`config.mk`:
```
export PLATFORM = sky130hd
export DESIGN_NAME = sparse_polynomial_add_multiply_unit
export DESIGN_NICKNAME = d
export VERILOG_FILES = /design/src/hdl/spau_pkg.sv /design/src/hdl/spau_store.sv /design/src/hdl/spau_mac.sv /design/src/hdl/spau_seq.sv /design/src/hdl/sparse_polynomial_add_multiply_unit.sv
export SDC_FILE = /design/constraint.sdc
export NUM_CORES = 2
export LEC_CHECK = 0
export ABC_AREA = 1
export BUFFER_PORTS_ARGS = -buffer_cell sky130_fd_sc_hd__buf_2
export CORE_MARGIN = 10
export CORE_UTILIZATION = 43
export DETAILED_ROUTE_END_ITERATION = 8
export MAX_ROUTING_LAYER = met4
export PLACE_DENSITY = 0.63
export SLEW_MARGIN = 10
export SYNTH_ARGS = -nofsm -noshare
export SYNTH_HDL_FRONTEND = slang
export SYNTH_HIERARCHICAL = 1
export SYNTH_SLANG_ARGS = --single-unit
```
`constraint.sdc`:
```
create_clock -name clk -period 23.3 [get_ports clk]
set_clock_uncertainty 0.05 [all_clocks]
set_input_delay 3.495 -clock clk [delete_from_list [all_inputs] [get_ports clk]]
set_output_delay 3.495 -clock clk [all_outputs]
set_load 0.05 [all_outputs]
```
`src/hdl/spau_pkg.sv`:
```
// shared types, codes and helpers for the sparse polynomial add and multiply unit
`timescale 1ns / 1ps

package spau_pkg;

	localparam int COEF_W    = 32;
	localparam int EXP_W     = 8;
	localparam int OUT_EXP_W = 5;

	localparam logic KIND_SUM  = 1'b0;
	localparam logic KIND_PROD = 1'b1;

	typedef enum logic [2:0] {
		ST_IDLE,
		ST_SUM,
		ST_PROD,
		ST_DRAIN,
		ST_EMIT,
		ST_CLEAR
	} state_t;

	typedef enum logic {
		MAC_ADD,
		MAC_MUL
	} mac_op_t;

	typedef struct packed {
		logic    clr;
		logic    op_v;
		mac_op_t op;
	} mac_ctrl_t;

	typedef struct packed {
		logic                 valid;
		logic                 kind;
		logic [OUT_EXP_W-1:0] exp;
		logic                 last;
	} emit_t;

	// index of the lowest set bit, zero for an empty vector
	function automatic logic [4:0] lowest_set(input logic [31:0] v);
		logic [4:0] r;
		r = '0;
		for (int n = 31; n >= 0; n--) begin
			if (v[n]) begin
				r = 5'(n);
			end
		end
		return r;
	endfunction

endpackage

```
`src/hdl/spau_store.sv`:
```
// dense coefficient stores with present bits for both polynomials
`timescale 1ns / 1ps

module spau_store
	import spau_pkg::*;
#(
	parameter int MAX_EXP = 15,
	localparam int NEXP = MAX_EXP + 1,
	localparam int IW = $clog2(NEXP)
) (
	input  logic              clk,
	input  logic              arst_n,
	input  logic              load_en,
	input  logic              load_sel,
	input  logic [IW-1:0]     load_idx,
	input  logic [COEF_W-1:0] load_coef,
	input  logic              clear,
	input  logic [IW-1:0]     rd_idx_a,
	input  logic [IW-1:0]     rd_idx_b,
	output logic [COEF_W-1:0] rd_a,
	output logic [COEF_W-1:0] rd_b,
	output logic [NEXP-1:0]   pres_a,
	output logic [NEXP-1:0]   pres_b
);

	logic [COEF_W-1:0] coef_a_q [NEXP];
	logic [COEF_W-1:0] coef_b_q [NEXP];
	logic [NEXP-1:0]   pres_a_q;
	logic [NEXP-1:0]   pres_b_q;
	logic [IW-1:0]     idx_a;
	logic [IW-1:0]     idx_b;
	logic [COEF_W-1:0] sum_new;

	assign idx_a = load_en ? load_idx : rd_idx_a;
	assign idx_b = load_en ? load_idx : rd_idx_b;

	// an absent entry reads as zero
	assign rd_a = pres_a_q[idx_a] ? coef_a_q[idx_a] : '0;
	assign rd_b = pres_b_q[idx_b] ? coef_b_q[idx_b] : '0;

	assign sum_new = (load_sel ? rd_b : rd_a) + load_coef;

	always_ff @(posedge clk or negedge arst_n) begin
		if (!arst_n) begin
			pres_a_q <= '0;
			pres_b_q <= '0;
		end else if (clear) begin
			pres_a_q <= '0;
			pres_b_q <= '0;
		end else if (load_en) begin
			if (load_sel) begin
				pres_b_q[load_idx] <= 1'b1;
			end else begin
				pres_a_q[load_idx] <= 1'b1;
			end
		end
	end

	always_ff @(posedge clk) begin
		if (load_en) begin
			if (load_sel) begin
				coef_b_q[load_idx] <= sum_new;
			end else begin
				coef_a_q[load_idx] <= sum_new;
			end
		end
	end

	assign pres_a = pres_a_q;
	assign pres_b = pres_b_q;

endmodule

```
`src/hdl/spau_mac.sv`:
```
// shared multiply or add unit with a registered result and an accumulator
`timescale 1ns / 1ps

module spau_mac
	import spau_pkg::*;
(
	input  logic              clk,
	input  logic              arst_n,
	input  mac_ctrl_t         ctrl,
	input  logic [COEF_W-1:0] x,
	input  logic [COEF_W-1:0] y,
	output logic [COEF_W-1:0] acc,
	output logic              busy
);

	logic [COEF_W-1:0]   full_prod;
	logic [COEF_W-1:0]   res_s1;
	logic                v_s1;
	logic [COEF_W-1:0]   acc_q;

	// only the low word of the product is kept
	assign full_prod = x * y;

	always_ff @(posedge clk or negedge arst_n) begin
		if (!arst_n) begin
			v_s1  <= 1'b0;
			acc_q <= '0;
		end else begin
			v_s1  <= ctrl.op_v;
			acc_q <= (ctrl.clr ? '0 : acc_q) + (v_s1 ? res_s1 : '0);
		end
	end

	always_ff @(posedge clk) begin
		if (ctrl.op_v) begin
			res_s1 <= (ctrl.op == MAC_MUL) ? full_prod : x + y;
		end
	end

	assign acc  = acc_q;
	assign busy = v_s1;

endmodule

```
`src/hdl/spau_seq.sv`:
```
// sequencer that walks the sum and product terms over the shared unit
`timescale 1ns / 1ps

module spau_seq
	import spau_pkg::*;
#(
	parameter int MAX_EXP = 15,
	localparam int NEXP = MAX_EXP + 1,
	localparam int IW = $clog2(NEXP),
	localparam int NPROD = 2 * MAX_EXP + 1,
	localparam int KW = $clog2(NPROD)
) (
	input  logic            clk,
	input  logic            arst_n,
	input  logic            in_accept,
	input  logic            in_end,
	input  logic [NEXP-1:0] pres_a,
	input  logic [NEXP-1:0] pres_b,
	input  logic            out_free,
	output logic            in_ready,
	output logic [IW-1:0]   rd_idx_a,
	output logic [IW-1:0]   rd_idx_b,
	output mac_ctrl_t       mac_ctrl,
	output emit_t           emit,
	output logic            clear
);

	state_t          state_q, state_d;
	logic [IW-1:0]   i_q, i_d;
	logic [KW-1:0]   k_q, k_d;
	logic            phase_q, phase_d;
	logic            hit_q, hit_d;
	logic [NEXP-1:0] uni;
	logic            prod_ne;
	logic [4:0]      lo_u;
	logic [5:0]      lo_ab;
	logic [IW-1:0]   i_lo;
	logic [IW-1:0]   i_hi;
	logic [IW-1:0]   j_idx;
	logic            pair;
	logic [KW-1:0]   k_dec;

	function automatic logic [IW-1:0] lo_of(input logic [KW-1:0] k);
		return (k > KW'(MAX_EXP)) ? IW'(k - KW'(MAX_EXP)) : '0;
	endfunction

	assign uni     = pres_a | pres_b;
	assign prod_ne = (|pres_a) && (|pres_b);
	assign lo_u    = lowest_set(32'(uni));
	assign lo_ab   = {1'b0, lowest_set(32'(pres_a))} + {1'b0, lowest_set(32'(pres_b))};
	assign i_lo    = lo_of(k_q);
	assign i_hi    = (k_q < KW'(MAX_EXP)) ? IW'(k_q) : IW'(MAX_EXP);
	assign j_idx   = IW'(k_q - KW'(i_q));
	assign pair    = pres_a[i_q] && pres_b[j_idx];
	assign k_dec   = k_q - KW'(1);

	always_ff @(posedge clk or negedge arst_n) begin
		if (!arst_n) begin
			state_q <= ST_IDLE;
			i_q     <= '0;
			k_q     <= '0;
			phase_q <= KIND_SUM;
			hit_q   <= 1'b0;
		end else begin
			state_q <= state_d;
			i_q     <= i_d;
			k_q     <= k_d;
			phase_q <= phase_d;
			hit_q   <= hit_d;
		end
	end

	always_comb begin
		state_d = state_q;
		i_d     = i_q;
		k_d     = k_q;
		phase_d = phase_q;
		hit_d   = hit_q;
		case (state_q)
			ST_IDLE: begin
				if (in_accept && in_end) begin
					i_d     = IW'(MAX_EXP);
					phase_d = KIND_SUM;
					state_d = ST_SUM;
				end
			end
			ST_SUM: begin
				if (uni[i_q]) begin
					state_d = ST_DRAIN;
				end else if (i_q == '0) begin
					if (prod_ne) begin
						k_d     = KW'(2 * MAX_EXP);
						i_d     = IW'(MAX_EXP);
						phase_d = KIND_PROD;
						state_d = ST_PROD;
					end else begin
						state_d = ST_CLEAR;
					end
				end else begin
					i_d = i_q - IW'(1);
				end
			end
			ST_PROD: begin
				hit_d = ((i_q == i_lo) ? 1'b0 : hit_q) | pair;
				if (i_q == i_hi) begin
					state_d = ST_DRAIN;
				end else begin
					i_d = i_q + IW'(1);
				end
			end
			ST_DRAIN: begin
				state_d = ST_EMIT;
			end
			ST_EMIT: begin
				if (phase_q == KIND_SUM) begin
					if (out_free) begin
						if (i_q == '0) begin
							if (prod_ne) begin
								k_d     = KW'(2 * MAX_EXP);
								i_d     = IW'(MAX_EXP);
								phase_d = KIND_PROD;
								state_d = ST_PROD;
							end else begin
								state_d = ST_CLEAR;
							end
						end else begin
							i_d     = i_q - IW'(1);
							state_d = ST_SUM;
						end
					end
				end else if (!hit_q || out_free) begin
					if (k_q == '0) begin
						state_d = ST_CLEAR;
					end else begin
						k_d     = k_dec;
						i_d     = lo_of(k_dec);
						hit_d   = 1'b0;
						state_d = ST_PROD;
					end
				end
			end
			ST_CLEAR: begin
				state_d = ST_IDLE;
			end
			default: begin
				state_d = ST_IDLE;
			end
		endcase
	end

	always_comb begin
		in_ready      = 1'b0;
		clear         = 1'b0;
		rd_idx_a      = i_q;
		rd_idx_b      = (phase_q == KIND_PROD) ? j_idx : i_q;
		mac_ctrl.clr  = 1'b0;
		mac_ctrl.op_v = 1'b0;
		mac_ctrl.op   = MAC_ADD;
		emit.valid    = 1'b0;
		emit.kind     = phase_q;
		emit.exp      = (phase_q == KIND_PROD) ? OUT_EXP_W'(k_q) : OUT_EXP_W'(i_q);
		emit.last     = (phase_q == KIND_PROD) ? (6'(k_q) == lo_ab)
			: ((5'(i_q) == lo_u) && !prod_ne);
		case (state_q)
			ST_IDLE: begin
				in_ready = 1'b1;
			end
			ST_SUM: begin
				mac_ctrl.clr  = uni[i_q];
				mac_ctrl.op_v = uni[i_q];
				mac_ctrl.op   = MAC_ADD;
			end
			ST_PROD: begin
				mac_ctrl.clr  = (i_q == i_lo);
				mac_ctrl.op_v = pair;
				mac_ctrl.op   = MAC_MUL;
			end
			ST_EMIT: begin
				emit.valid = out_free && ((phase_q == KIND_SUM) || hit_q);
			end
			ST_CLEAR: begin
				clear = 1'b1;
			end
			default: begin
			end
		endcase
	end

endmodule

```
`src/hdl/sparse_polynomial_add_multiply_unit.sv`:
```
// top level of the sparse polynomial add and multiply unit
`timescale 1ns / 1ps

// Terms arrive on the s_ stream, one beat per term; s_tuser picks the
// polynomial and s_tlast ends the load. A term with zero coefficient is
// ignored, an exponent outside 0..MAX_EXP is dropped and sets a sticky flag.
// The beat carrying tlast starts the walk: the sum terms, highest exponent
// first, each present exponent taking a sum, drain and emit step and each
// absent one only a sum step, then the product terms, highest exponent
// first, with a multiply-accumulate step for each exponent pair plus a drain
// and emit step per product exponent, all on the one shared multiplier and
// accumulator. A clear step then empties the stores, and s_tready rises
// again. Results leave on the m_ stream through an output register;
// m_tlast marks the last term of the run. While the receiver stalls, the
// walk waits at the next term to be emitted. An empty load emits nothing.
// Reset clears the stores, the drop flag and the output valid bit.
module sparse_polynomial_add_multiply_unit
	import spau_pkg::*;
#(
	parameter int MAX_EXP = 15
) (
	input  logic        clk,
	input  logic        arst_n,
	input  logic        s_tvalid,
	output logic        s_tready,
	input  logic [39:0] s_tdata,  // term_coef, term_exp
	input  logic        s_tuser,  // which_poly
	input  logic        s_tlast,  // end_of_load
	output logic        m_tvalid,
	input  logic        m_tready,
	output logic [39:0] m_tdata,  // out_exp, out_coef, terms_dropped
	output logic        m_tuser,  // result_kind
	output logic        m_tlast   // last_result
);

	localparam int NEXP = MAX_EXP + 1;
	localparam int IW = $clog2(NEXP);

	logic                 in_accept;
	logic [COEF_W-1:0]    term_coef;
	logic [EXP_W-1:0]     term_exp;
	logic                 exp_ok;
	logic                 load_en;
	logic [IW-1:0]        rd_idx_a;
	logic [IW-1:0]        rd_idx_b;
	logic [COEF_W-1:0]    rd_a;
	logic [COEF_W-1:0]    rd_b;
	logic [NEXP-1:0]      pres_a;
	logic [NEXP-1:0]      pres_b;
	logic                 clear;
	mac_ctrl_t            mac_ctrl;
	emit_t                emit;
	logic [COEF_W-1:0]    acc;
	logic                 mac_busy;
	logic                 out_free;
	logic                 drop_q;
	logic                 m_valid_q;
	logic                 m_kind_q;
	logic                 m_last_q;
	logic                 m_drop_q;
	logic [OUT_EXP_W-1:0] m_exp_q;
	logic [COEF_W-1:0]    m_coef_q;

	assign term_coef = s_tdata[COEF_W-1:0];
	assign term_exp  = s_tdata[COEF_W+EXP_W-1:COEF_W];
	assign in_accept = s_tvalid && s_tready;
	assign exp_ok    = (term_exp <= EXP_W'(MAX_EXP));
	assign load_en   = in_accept && (term_coef != '0) && exp_ok;
	assign out_free  = !m_valid_q || m_tready;

	spau_store #(
		.MAX_EXP(MAX_EXP)
	) u_store (
		.clk      (clk),
		.arst_n   (arst_n),
		.load_en  (load_en),
		.load_sel (s_tuser),
		.load_idx (term_exp[IW-1:0]),
		.load_coef(term_coef),
		.clear    (clear),
		.rd_idx_a (rd_idx_a),
		.rd_idx_b (rd_idx_b),
		.rd_a     (rd_a),
		.rd_b     (rd_b),
		.pres_a   (pres_a),
		.pres_b   (pres_b)
	);

	spau_mac u_mac (
		.clk   (clk),
		.arst_n(arst_n),
		.ctrl  (mac_ctrl),
		.x     (rd_a),
		.y     (rd_b),
		.acc   (acc),
		.busy  (mac_busy)
	);

	spau_seq #(
		.MAX_EXP(MAX_EXP)
	) u_seq (
		.clk      (clk),
		.arst_n   (arst_n),
		.in_accept(in_accept),
		.in_end   (s_tlast),
		.pres_a   (pres_a),
		.pres_b   (pres_b),
		.out_free (out_free),
		.in_ready (s_tready),
		.rd_idx_a (rd_idx_a),
		.rd_idx_b (rd_idx_b),
		.mac_ctrl (mac_ctrl),
		.emit     (emit),
		.clear    (clear)
	);

	always_ff @(posedge clk or negedge arst_n) begin
		if (!arst_n) begin
			drop_q <= 1'b0;
		end else if (in_accept && (term_coef != '0) && !exp_ok) begin
			drop_q <= 1'b1;
		end
	end

	always_ff @(posedge clk or negedge arst_n) begin
		if (!arst_n) begin
			m_valid_q <= 1'b0;
		end else if (emit.valid) begin
			m_valid_q <= 1'b1;
		end else if (m_tready) begin
			m_valid_q <= 1'b0;
		end
	end

	always_ff @(posedge clk) begin
		if (emit.valid) begin
			m_kind_q <= emit.kind;
			m_exp_q  <= emit.exp;
			m_coef_q <= acc;
			m_last_q <= emit.last;
			m_drop_q <= drop_q;
		end
	end

	assign m_tvalid = m_valid_q;
	assign m_tuser  = m_kind_q;
	assign m_tlast  = m_last_q;
	assign m_tdata  = {2'b00, m_drop_q, m_coef_q, m_exp_q};

	// a result is only loaded when the output register can take it
	a_emit_free: assert property (@(posedge clk) disable iff (!arst_n)
		emit.valid |-> (!m_tvalid || m_tready))
		else $error("result loaded over an untaken beat");

	// the accumulator is settled whenever a term is emitted
	a_emit_drained: assert property (@(posedge clk) disable iff (!arst_n)
		emit.valid |-> !mac_busy)
		else $error("term emitted before accumulation finished");

	// the end of a run leaves both stores empty
	a_clear_empty: assert property (@(posedge clk) disable iff (!arst_n)
		clear |=> (pres_a == '0) && (pres_b == '0))
		else $error("stores not empty after clear");

	// nothing is left in the shared unit while loading
	a_idle_quiet: assert property (@(posedge clk) disable iff (!arst_n)
		s_tready |-> !mac_busy)
		else $error("shared unit busy while accepting terms");

endmodule
```
==> Word-level counts from Yosys, hierarchy flattened <==
Memory sizes are Yosys's and may differ from the RTL's.
Index checks and enable logic that the tools add are counted.
{ "totals": {"in_bits": 46, "wordCells": 241, "ff_bits": 153, "output_inout_bits": 44, "ram_bits": 1024, "mem_count": 2} }
{ "op_classes": {"mul": 1, "bitwise": 5, "n_mux": 135, "eq_ne": 23, "n_reduce_logical": 37, "magnitude_cmp": 10, "addsub": 10} }
{ "mem_list": {"columns": ["memory", "depth", "word_bits", "read_ports", "rd_clocked_by_memory_dff", "write_ports", "line_no", "text"], "rows": [
  ["u_store.coef_a_q", 16, 32, 1, 0, 1, "spau_store.sv:26", "logic [COEF_W-1:0] coef_a_q [NEXP];"],
  ["u_store.coef_b_q", 16, 32, 1, 0, 1, "spau_store.sv:27", "logic [COEF_W-1:0] coef_b_q [NEXP];"]
]} }
{ "op_table": {"columns": ["op", "n"], "rows": [
  ["two-way mux 4 bit", 49],
  ["two-way mux 32 bit", 6],
  ["two-way mux 5 bit", 22],
  ["adder 32 bit", 3],
  ["two-way mux 16 bit", 6],
  ["bitwise OR 16 bit", 3],
  ["multiplier 32 x 32 -> 32 bit", 1],
  ["nonzero test 32 bit", 1],
  ["OR reduction 16 bit", 2],
  ["two-way mux 1 bit", 30],
  ["two-way mux 3 bit", 10],
  ["< comparator 4 x 5 -> 1 bit, second input constant", 5],
  ["binary-select mux 1 bit (select 4 bit)", 5],
  ["case mux 4 bit (4 select lines)", 1],
  ["case mux 3 bit (5 select lines)", 1],
  ["AND reduction 5 bit", 3],
  ["inequality test 2 x 1 -> 1 bit, second input constant", 7],
  ["greater-than comparator 5 x 4 -> 1 bit, second input constant", 2],
  ["logical AND 1 bit", 10],
  ["case mux 5 bit (2 select lines)", 1],
  ["nonzero test 2 bit", 5],
  ["== test 4 bit", 2],
  ["<= comparator 8 x 4 -> 1 bit, second input constant", 1],
  ["subtractor 4 bit, second input constant", 2],
  ["31 further kinds", 43]
]} }

==> Depth between registers and ports, before layout <==
{ "logic_depth": {"depth_word": 20, "ltp_mapped": 54, "depth_no_buf": 50} }

==> Hierarchy <==
Netlist, hierarchy kept.
{ "by_module_without_submodules": {"columns": ["module", "area_per_inst_um2", "instances", "cells_each"], "rows": [
  ["spau_store", 45761.4, 1, 3943],
  ["spau_mac", 22653.0, 1, 3097],
  ["spau_seq", 2891.5, 1, 492],
  ["sparse_polynomial_add_multiply_unit", 1516.5, 1, 105]
]} }

==> Worst setup path before layout <==
OpenSTA, ideal clock, no wires.
{ "synth_timing": {"path_type": "input -> register", "startpoint": "in s_tdata[15]", "endpoint": "reg u_mac.res_s1[26], data pin", "setup_time_ps": 255, "setup_slack_ps": 11681, "path_stages": 44, "required_ps": 22995, "arrival_time_ps": 11315, "cell_sequence": "nor2_1 -> and2_1 -> nand2_1 -> nor2_1 -> nand2_1 -> nand2_1 -> nor2_1 -> nand2_2 -> buf_4 -> buf_4 -> buf_4 -> buf_2 -> nand3_1 -> nand3_1 -> nand3_1 -> nand3_1 -> nand3_1 -> inv_1 -> [8 not listed] -> fa_1 -> inv_1 -> fa_1 -> inv_1 -> fa_1 -> inv_1 -> fa_1 -> fa_1 -> ha_1 -> nand2_1 -> nor2_1 -> inv_1 -> nor3_1 -> nand3_1 -> nand3_1 -> a31oi_1 -> a21oi_1 -> nor2_1"} }
{ "synth_between": {"elab_chain_len": 9, "elab_cells_between_ends": 16} }
{ "synth_rtl": {"columns": ["item", "line_no", "text"], "rows": [
  ["start: declaration", "sparse_polynomial_add_multiply_unit.sv:26", "input logic [39:0] s_tdata,"],
  ["nonzero test 32 bit *", "sparse_polynomial_add_multiply_unit.sv:68", "assign load_en = in_accept && (term_coef != '0) && exp_ok;"],
  ["logical AND 1 bit * (2 in series)", "sparse_polynomial_add_multiply_unit.sv:68", null],
  ["via load_en", "sparse_polynomial_add_multiply_unit.sv:43", "logic load_en;"],
  ["two-way mux 4 bit *", "spau_store.sv:35", "assign idx_b = load_en ? load_idx : rd_idx_b;"],
  ["binary-select mux 1 bit (select 4 bit)", "spau_store.sv:39", "assign rd_b = pres_b_q[idx_b] ? coef_b_q[idx_b] : '0;"],
  ["two-way mux 1 bit (not written as such)", "spau_store.sv:39", null],
  ["two-way mux 32 bit *", "spau_store.sv:39", null],
  ["via rd_b[2]", "sparse_polynomial_add_multiply_unit.sv:47", "logic [COEF_W-1:0] rd_b;"],
  ["multiplier 32 x 32 -> 32 bit or adder 32 bit (tied branches)", "spau_mac.sv:22, spau_mac.sv:36", null],
  ["two-way mux 32 bit *", "spau_mac.sv:36", "res_s1 <= (ctrl.op == MAC_MUL) ? full_prod : x + y;"],
  ["end signal: assignment", "spau_mac.sv:36", null],
  ["end: declaration", "spau_mac.sv:17", "logic [COEF_W-1:0] res_s1;"]
]} }
The timed path passes the listed nets; every way through them passes the cells marked *. The select of a mux whose other input is x is not followed.
A chain may end at the register's enable or synchronous reset.

==> Worst setup path in the final report <==
{ "layout_timing": {"startpoint": "in s_tdata[4]", "endpoint": "reg u_mac.res_s1[30], data pin"} }
The elaborated chain is that of the path after synthesis.

==> impl_metrics.ini <==
[setup_path]
startpoint = s_tdata[4]
cp_common_cell = fa_1
setup.worst_path.end_class = flop
crit_family = adder cells
cp_num_buf_inv = 11
max_stage_delay_ps = 810
cp_slowest_cell = nor2_1
r2r-start = u_seq/state_q[0]
cp.required_ps = 23810
arrival_ps = 15830
cp-start-kind = input port
cp_max_fo = 113
worst-setup-path-type = in2reg

[timing]
max_slew_margin_pct = 6.35
worst_slew_pin_slew_ps = 1400
period_share_pct = 65.8
final_period_minus_worst_setup_slack_ps = 15320
finalSetupViolations = 0
tns_ps = 0
hold_viol = 0
rsz0062_at_grt = no
slew_viol_final = 0
fmaxAchievable_mhz = 65.3

[route]
detail-route-antenna-nets = 0
drc = 0
drtIter0Drc = 5996
wl_per_cell_um = 24.2
wirelength_um = 240000
via_per_inst = 5.67
drt-pass1-iter-count = 6
vias = 56100

[clock_network]
cts_max_level = 4
cts_resized = 0
numCtsBuffers = 130
cts_sinks = 1177
path_clk_slew_ps = 60
ctsHoldBuffers = 0
cts_setup_buffers = 0
clk_latency_ps = 790
root_buffer = clkbuf_16
cts_tree = done
clk_path_buf_depth = 3

[worst_hold_path]
hold_path_startpoint = u_mac/acc[7]
holdCritPathClass = reg2reg

[floorplan]
core_um2 = 168000
die_h_um = 432
io_pins = 90
die_w_um = 432
rows = 150
fp.dieArea_um2 = 186000
start_util_pct = 43.4

[place]
numPortBuffers = 87
dpl.hpwl_um = 155000
place_area_um2 = 75700
routabilityCongestion = 1.01
placedCellCount = 9662

[final_layout]
final.fill_count = 15500
layout.nets = 8277
synthToLayoutAreaGrowth_pct = 9.70
drive_gt1_share_pct = 8.54
instances_no_fill = 9893
fin_area_um2 = 79900
fin_util_pct = 47.6

[flow_run]
drv_cap = 0

[global_route]
grt_pass1_vias = 55700
grt_max_degree = 151
antenna_found_initial = 10
grtUsageTotal_pct = 26.1
grt_overflow_total = 0
grt_pass1_wl_um = 357000

[logic_synthesis]
yosysSeqAreaShare_pct = 48.0
ys_ff_latch = 1177
syn_inst = 7637
yosysWarningCount = 6
synth_cell_types = 69
synthFlopType = edfxtp_1
synth_area_um2 = 72800
avgSynthCellArea_um2 = 9.54
synth_edf_count = 1096
async_flop_share_pct = 6.88

[pwr]
power_density_nw_per_um2 = 55.1
ir_drop_mv = 0.0691
p_leak_uw = 0.0348

[run_status]
status = finished, final reports clean
## routing by layer
| layer | part of all wire (%) | global-route usage, % | vias to the layer above | routed length [um] |
|---|---|---|---|---|
| met5 | 0 | - | - | 0 |
| met4 | 5.9 | 13.6 | 0 | 14000 |
| met3 | 8.5 | 4.72 | 617 | 20300 |
| met2 | 47 | 41.1 | 2672 | 113000 |
| met1 | 39 | 32.0 | 27600 | 92600 |
| li1 | - | - | 25200 | - |
## stage by stage
stage / setup WS [ps] / hold slack [ps] / total power, uW
after global routing: 7440 / 407 / 4520
after CTS: 8380 / 396 / 4430
final: 7980 / 395 / 4400
after floorplan: 11680 / 375 / 2380
after global placement: 7580 / 378 / 2420
after detailed placement: 7570 / 383 / 2420
## worst paths after layout
kind	to	slack [ps]	cells past startpoint
setup / recovery	u_mac/res_s1[30]	7980	42
hold / removal	m_coef_q[7]	400	0
setup reg to reg	u_mac/res_s1[30]	10450	42
hold reg to reg	m_coef_q[7]	400	0
max in group asynchronous	u_store/pres_b[2]	19450	2
min in group asynchronous	u_mac/acc[13]	2670	1
## synthesized netlist by cell type (7+ instances only)
| cell | number | area share [%] |
|---|---|---|
| dfrtp_1 | 81 | 2.8 |
| buf_2 | 201 | 1.4 |
| buf_4 | 53 | 0.55 |
| nand2_2 | 31 | 0.27 |
| fa_1 | 413 | 11 |
| o211ai_1 | 10 | 0.10 |
| nor2_2 | 12 | 0.10 |
| o21ai_1 | 51 | 0.35 |
| buf_1 | 20 | 0.10 |
| nand4_1 | 25 | 0.21 |
| o21ai_2 | 9 | 0.11 |
| nor3_2 | 32 | 0.44 |
| inv_1 | 1069 | 5.5 |
| o21bai_1 | 20 | 0.21 |
| o21ai_0 | 132 | 0.91 |
| nand2_1 | 1703 | 8.8 |
| o21ba_2 | 25 | 0.34 |
| nand3_1 | 1468 | 10 |
| clkbuf_1 | 121 | 0.62 |
| inv_2 | 16 | 0.082 |
| nand3_2 | 8 | 0.11 |
| xor2_1 | 68 | 0.82 |
| a31oi_1 | 75 | 0.64 |
| nor3_1 | 29 | 0.20 |
| nor2_1 | 279 | 1.4 |
| a21oi_1 | 195 | 1.3 |
| ha_1 | 228 | 3.9 |
| o21a_1 | 9 | 0.093 |
| xnor2_1 | 31 | 0.37 |
| o2111ai_1 | 7 | 0.084 |
| buf_6 | 22 | 0.34 |
| a21o_1 | 18 | 0.19 |
| edfxtp_1 | 1096 | 45 |
## worst reg2reg max path: cells and delay by family, from the launching register on
kind                     cells  cell delay, ps
buffers and inverters       13            4370
adder cells (fa/ha/maj)      9            4230
AND/OR/NAND/NOR             15            2130
AO/OA/AOI/OAI                5            1370
flip-flops                   1             420
## cell families (layout without fill, tap and decap cells)
logic type,after synthesis,after routing,synth area share [%]
muxes,3,3,0.0430
buffers and inverters,1511,1557,8.67
AOI/OAI and AO/OA,590,590,4.84
other,1,7,0.00515
DFF,1177,1177,48.0
xor gates and xnor gates,101,101,1.24
and+or+nand+nor,3613,3613,22.0
adders and majority gates,641,641,15.3
## registers in the layout (all words and copies together), names as in the netlist, 3 cells and up
register and count:
u_store/coef_a_q 512, u_store/coef_b_q 512, m_coef_q 32, u_mac/acc 32, u_mac/res_s1 32, u_store/pres_a 16
u_store/pres_b 16, m_exp_q 5, u_seq/k_q 5, u_seq/rd_idx_a 4, u_seq/state_q 3
## cell type report
class                           instances  area (um2)  area share [%]
Sequential cell                      1177       34900            43.7
Multi-Input combinational cell       4950       32300            40.4
Inverter                             1092        4110            5.15
Clock buffer                          156        3420            4.29
Tap cell                             2204        2760            3.45
Timing Repair Buffer                  239        1620            2.02
Clock inverter                         70         731           0.915
Antenna cell                            5        12.5          0.0157
## report_power, final
part	switching, uW	internal, uW
sequential	0.0000000000000162	2310
combinational	57.3	12.2
clock	876	1150
total	933	3470
## layout by cell type, fill, tap and decap left out, types with 75 or more instances in the layout
cell type / netlist / layout
ha_1: 228 / 228
nand3_1: 1468 / 1468
clkbuf_16: 0 / 133
a31oi_1: 75 / 75
buf_2: 201 / 86
a21oi_1: 195 / 195
nand2_1: 1703 / 1700
nor2_1: 279 / 244
buf_4: 53 / 150
edfxtp_1: 1096 / 1096
inv_1: 1069 / 1066
o21ai_0: 132 / 131
fa_1: 413 / 413
dfrtp_1: 81 / 81
Power figures use the tool's default switching activity.
